File: config.mk
export PLATFORM = sky130hd
export DESIGN_NAME = stdt_div
export DESIGN_NICKNAME = d
export VERILOG_FILES = /design/src/hdl/stdt_pkg.sv /design/src/hdl/stdt_div.sv
export SDC_FILE = /design/constraint.sdc
export NUM_CORES = 1
export LEC_CHECK = 0
export BUFFER_PORTS_ARGS = -buffer_cell sky130_fd_sc_hd__buf_2
export CORE_ASPECT_RATIO = 1.1
export CORE_MARGIN = 8
export CORE_UTILIZATION = 40
export DETAILED_ROUTE_END_ITERATION = 8
export HOLD_SLACK_MARGIN = 0.08
export PLACE_DENSITY = 0.62
export SLEW_MARGIN = 20
export SYNTH_ARGS = -nofsm -noshare
export SYNTH_HDL_FRONTEND = slang
export SYNTH_SLANG_ARGS = --single-unit
File: constraint.sdc
create_clock -name i_clk -period 5.15 [get_ports i_clk]
set_input_delay 0.515 -clock i_clk [delete_from_list [all_inputs] [get_ports i_clk]]
set_output_delay 0.515 -clock i_clk [all_outputs]
set_load 0.01 [all_outputs]
File: src/hdl/stdt_pkg.sv
// Shared constants, codes and types for the sprite texel scaler.
package stdt_pkg;

    localparam int TEX_ENTRIES = 4096;
    localparam int TEX_AW      = $clog2(TEX_ENTRIES);
    localparam int COLOR_W     = 24;
    localparam int PADDR_W     = 4;

    // Divider geometry: 7 quotient bits cover every texel coordinate.
    localparam int QUO_W     = 7;
    localparam int DIV_STEPS = QUO_W;
    localparam int DIV_LAT   = DIV_STEPS + 1;
    localparam int NUM_W     = 25;
    localparam int DEN_W     = 17;
    localparam int OFS_W     = 18;
    localparam int IDX_W     = 14;

    localparam logic [11:0] WINDOW_HEIGHT_RST = 12'd600;
    localparam logic [6:0]  TEX_WIDTH_RST     = 7'd64;
    localparam logic [6:0]  TEX_HEIGHT_RST    = 7'd64;

    typedef enum logic [PADDR_W-1:0] {
        REG_WINDOW_HEIGHT = 4'h0,
        REG_TEX_WIDTH     = 4'h4,
        REG_TEX_HEIGHT    = 4'h8
    } t_reg_addr;

    typedef enum logic {
        CMD_LOAD  = 1'b0,
        CMD_SHADE = 1'b1
    } t_cmd;

    // Per-request data carried alongside the arithmetic.
    typedef struct packed {
        t_cmd                cmd;
        logic                ok;
        logic [10:0]         px;
        logic [10:0]         py;
        logic [TEX_AW-1:0]   addr;
        logic [COLOR_W-1:0]  color;
    } t_side;

    typedef struct packed {
        logic               we;
        logic [10:0]        x;
        logic [10:0]        y;
        logic [COLOR_W-1:0] color;
    } t_rsp;

endpackage

File: src/hdl/stdt_div.sv
// Pipelined truncating divider: 7-bit quotient plus an in-range flag.
module stdt_div import stdt_pkg::*; (
    input  logic                    i_clk,
    input  logic                    i_en,
    input  logic signed [NUM_W-1:0] i_num,
    input  logic [DEN_W-1:0]        i_den,
    output logic [QUO_W-1:0]        o_quo,
    output logic                    o_fit
);

    logic [NUM_W-1:0] r_rem [0:DIV_STEPS];
    logic [QUO_W-1:0] r_quo [0:DIV_STEPS];
    logic [DEN_W-1:0] r_den [0:DIV_STEPS];
    logic             r_fit [0:DIV_STEPS];

    logic             neg;
    logic [NUM_W-1:0] mag;
    logic             fit0;

    // Negative numerators truncate to zero when smaller than the divisor.
    always_comb begin
        neg  = i_num[NUM_W-1];
        mag  = neg ? NUM_W'(-i_num) : NUM_W'(i_num);
        fit0 = neg ? (mag < NUM_W'(i_den))
                   : (mag < (NUM_W'(i_den) << QUO_W));
    end

    always_ff @(posedge i_clk) begin
        if (i_en) begin
            r_rem[0] <= neg ? '0 : mag;
            r_quo[0] <= '0;
            r_den[0] <= i_den;
            r_fit[0] <= fit0;
        end
    end

    for (genvar s = 1; s <= DIV_STEPS; s++) begin : g_step
        localparam int K = DIV_STEPS - s;
        logic [NUM_W-1:0] sub;
        logic             ge;
        assign sub = NUM_W'(r_den[s-1]) << K;
        assign ge  = r_rem[s-1] >= sub;
        always_ff @(posedge i_clk) begin
            if (i_en) begin
                r_rem[s] <= ge ? r_rem[s-1] - sub : r_rem[s-1];
                r_quo[s] <= r_quo[s-1] | (ge ? QUO_W'(1) << K : '0);
                r_den[s] <= r_den[s-1];
                r_fit[s] <= r_fit[s-1];
            end
        end
    end

    assign o_quo = r_quo[DIV_STEPS];
    assign o_fit = r_fit[DIV_STEPS];

endmodule

# == Yosys cells after proc, flatten, opt, wreduce, memory -nomap -nowiden ==
# Memory sizes are Yosys's and may differ from the RTL's.
# Index checks and enable logic that the tools add are counted.
# op_classes
addsub,8
magnitude_cmp,9
muxes,19
bitwise,7
# op_table
cell,n
25-bit two-way mux,9
25-bit by 17-bit >= comparator with 1-bit output,1
25-bit by 18-bit >= comparator with 1-bit output,1
25-bit by 19-bit >= comparator with 1-bit output,1
25-bit by 20-bit >= comparator with 1-bit output,1
25-bit by 21-bit >= comparator with 1-bit output,1
25-bit by 22-bit >= comparator with 1-bit output,1
25-bit by 23-bit >= comparator with 1-bit output,1
25-bit by 17-bit < comparator with 1-bit output,1
25-bit by 24-bit < comparator with 1-bit output,1
25-bit negator,1
25-bit by 17-bit subtractor with 25-bit output,1
25-bit by 18-bit subtractor with 25-bit output,1
25-bit by 19-bit subtractor with 25-bit output,1
25-bit by 20-bit subtractor with 25-bit output,1
25-bit by 21-bit subtractor with 25-bit output,1
25-bit by 22-bit subtractor with 25-bit output,1
25-bit by 23-bit subtractor with 25-bit output,1
7-bit two-way mux,1
7-bit by 1-bit bitwise OR with 7-bit output,1
7-bit by 2-bit bitwise OR with 7-bit output,1
7-bit by 3-bit bitwise OR with 7-bit output,1
7-bit by 4-bit bitwise OR with 7-bit output,1
7-bit by 5-bit bitwise OR with 7-bit output,1
8 further kinds,11
# word_totals
regBits,0
mem_bits_rw,400
inputBits,44
wordCells,47
n_memories,4
# mem_list
memory,depth,width,read_ports,rd_clocked_by_memory_dff,write_ports,line,source
r_rem,8,25,7,0,8,stdt_div.sv:11,logic [NUM_W-1:0] r_rem [0:DIV_STEPS];
r_den,8,17,7,0,8,stdt_div.sv:13,logic [DEN_W-1:0] r_den [0:DIV_STEPS];
r_quo,8,7,8,0,8,stdt_div.sv:12,logic [QUO_W-1:0] r_quo [0:DIV_STEPS];
r_fit,8,1,8,0,8,stdt_div.sv:14,logic r_fit [0:DIV_STEPS];

# == Longest topological paths before layout ==
# logic_depth
word_depth,4
mapped_depth,15
depth_no_buf,15

# == Worst setup path before layout ==
# No wires, ideal clock.
# synth_path
kind,input port to flip-flop
from,input port i_num[0]
to,"memory r_fit[0][0], data pin"
setup_ns,0.256
arrival_time_ns,2.816
required_time_ns,4.894
setup_slack_ns,2.079
stages,15
cell_sequence,inv_1 -> ha_1 -> nor2b_1 -> nand4_1 -> or2_2 -> o41ai_1 -> xnor2_1 -> ha_1 -> a21oi_1 -> nor2b_1 -> o21ai_0 -> o211ai_1 -> a31oi_1 -> o21a_1 -> a31o_2
# synth_lines
item,line,source
from (decl),stdt_div.sv:5,"input logic signed [NUM_W-1:0] i_num,"
to (decl),stdt_div.sv:14,

==> run summary <==
Sw Pwr - 2.97 mW
Reg-to-reg critical path startpoint - r_den[5][0]
Slew headroom - 0.311
Uppermost routed layer - met4
GRT Total Usage - 0.131
Commonest non-fill, non-tap cell in the layout - edfxtp_1
Grt ovf - 0
Number of global-route vias before repair - 12.4k
Post-CTS Resized - 0
Yosys reg bits - 330
Diodes inserted - 0
Hold-fix buffers at CTS - 0
Count of flip-flops with a built-in enable after synthesis - 330
Slew Limit Fails - 0
Count of different cell masters after synthesis - 69
Maximum VDD drop - 192 µV
Gate power share - 0.320
Core area - 0.0464 mm²
Initial antenna violation count - 0
WS Path Type - flip-flop to flip-flop
Clock Root Buffer - clkbuf_16
# H-tree levels - 2
Layout area overhead - 11.5%
Synthesized net count - 1,853
Power Density - 463 mW/mm²
DRT Pass-1 Iters - 5
Row count - 83
Vias per cell - 5.13
Cell-internal power - 6.66 mW
Max incr delay on CP - 0.42 ns
Worst hold start - i_den[2]
Final Hold Fails - 0
Tcrit/Tclk final - 0.664
GPL Wtd Cong - 0.924
Worst Max-Slew Pin Slew - 1.03 ns
Clk_skew - 0.0145 ns
Dpl hpwl - 27,600 µm
Sw frac - 0.308
Wire length on met1 - 14,700 µm
Worst-path cell chain - ha_1 > fa_1 > nand2b_1 > a21o_1 > a21oi_1 > a21o_1 > a31oi_2 > buf_4 > or2_1 > or4_1 > xnor2_1
Seq/Total Area, Yosys - 0.531
Avg WL per Cell - 15.3 µm
CTS tree - built
Syn Area/Cell - 11.3 µm²
Buffers on Ports - 51
Clock transition at path regs - 0.06 ns
Worst Path Required - 5.42 ns
Clock Sink Count - 330
Largest net degree at the start of global routing - 116
Minimum clock period - 3.42 ns
Maxcap violations - 0
Most frequent cells in the layout - edfxtp_1 (330), inv_1 (166), ha_1 (152), nand2_1 (121), o21ai_0 (114)
Synth warn - 0
Die W - 222 µm
Final setup viols - 0
Delay-heaviest family, CP - simple AND/OR/NAND/NOR gates
Initial detailed-routing violation count - 531
Bufs and invs on worst path - 1
Sequential share of power - 0.412
RSZ-0062 raised after global routing - false
Setup crit end kind - flip-flop
Post-Route WL - 35,800 µm
IO Count - 52
Clock buffer depth - 3
Fin nets - 1,917
Post-route cell area - 0.0208 mm²
First-pass GRT wire length - 59,200 µm
Via count - 12.0k
ANT nets after route - 0
Most frequent CP cell - a21o_1
Met2 Wirelength - 18,100 µm
Clk pwr share - 0.268
Met3 routed WL - 1120 µm
DRC - 0
Area contributors post-synth - edfxtp_1 (53%), ha_1 (10%), xnor2_1 (3.5%), inv_1 (3.3%), o21ai_0 (3.1%)
Run status - completed
Setup bufs post-CTS - 0
Worst hold path type - input port to flip-flop
CP startpoint kind - flip-flop
Die height - 243 µm
Fmax - 292 MHz
Top FF cell, synth - edfxtp_1
Slowest-stage cell, CP - or4_1
Synthesized area - 0.0187 mm²
Critical-path maximum fanout - 37
Setup TNS - 0 ns
FFs w/ async S/R, synth - 0
Syn Inst Count - 1,651
Leak - 8.26 nW
Worst skew pair latency - 0.52 ns
Share of the synthesized area in the top cell type - 0.531
CTS Buf Count - 36
CP Launch Point - r_den[5][0]
CP arrival - 3.69 ns
Die footprint - 0.0538 mm²
Fillers - 4,273
Placed cell area - 0.0196 mm²
Share of cells above drive strength 1 - 0.0913
Initial Util - 0.402
Dominant cell type by area after synthesis - edfxtp_1
[kinds of logic (layout without fill, tap and decap cells)]
logic type      Yosys count  in the layout  share of synthesized area
simple gates            427            427                      0.114
fa+ha+maj               158            158                      0.108
mux                      22             22                     0.0132
flops                   330            330                      0.531
xor+xnor                124            124                     0.0582
compound gates          386            386                      0.132
buf+inv                 203            293                     0.0430
other cells               1              1                   0.000201
[final timing paths]
path	to	slack [ns]	cells past startpoint
worst max-delay path	r_rem[6][23]	1.73	11
worst min-delay path	r_den[0][2]	0.19	1
worst max register to register	r_rem[6][23]	1.73	11
worst min register to register	r_quo[0][20]	0.41	0
[layer usage]
metal	global-route usage	vias up
met5	0	-
met1	0.140	5509
met3	0.0201	100
met2	0.245	238
li1	-	6128
met4	0.0720	0
[power by group through the flow]
stage | registers (mW) | clock network, mW | logic [mW]
5_1_grt | 4.02 | 2.77 | 3.48
3_3_place_gp | 4.02 | 0 | 2.99
2_1_floorplan | 3.91 | 0 | 2.42
4_1_cts | 3.97 | 2.67 | 3.08
3_5_place_dp | 4.02 | 0 | 3.07
6_report | 3.97 | 2.58 | 3.08
[cell usage after synthesis (7+ instances only)]
cell      count
nand4b_1      7
nor4_1       15
nor2b_1      45
nand4_1      24
o21a_1       20
clkbuf_1     22
buf_4         7
or3_1        13
or2_2         7
nor2_1       91
o31ai_1      12
xnor2_1      75
edfxtp_1    330
nand2b_1     22
o21ai_0     114
o21bai_1     12
mux2_2       21
a211oi_1     19
inv_1       166
a21oi_1      97
a21o_1       55
and3_1       10
xor2_1       49
nand2_1     121
ha_1        152
nand3_1      28
nor3_1       24
[area by class of cell]
type	count	area, µm²	area share
clock buffer	42	966	0.0464
clock inverter	22	236	0.0114
inverter	167	627	0.0301
multi-input combinational	1118	7970	0.383
sequential	330	9910	0.476
tap	595	744	0.0358
timing repair buffer	62	360	0.0173
[state kept, by name, indices dropped and copies added, names as in the netlist]
register,flops
r_quo,28
r_fit,8
r_den,119
r_rem,175
[metrics by stage]
step	utilization	setup WS (ns)	std cells	total power, mW	hold slack, ns
2_1_floorplan	-	2.08	1651	6.34	0.400
3_3_place_gp	0.422	1.65	2272	7.01	0.401
3_5_place_dp	0.422	1.62	2272	7.09	0.405
4_1_cts	0.448	1.72	2336	9.72	0.166
5_1_grt	0.448	1.55	2336	10.3	0.172
6_report	0.448	1.73	2336	9.63	0.191
(Power assumes the default switching activity.)
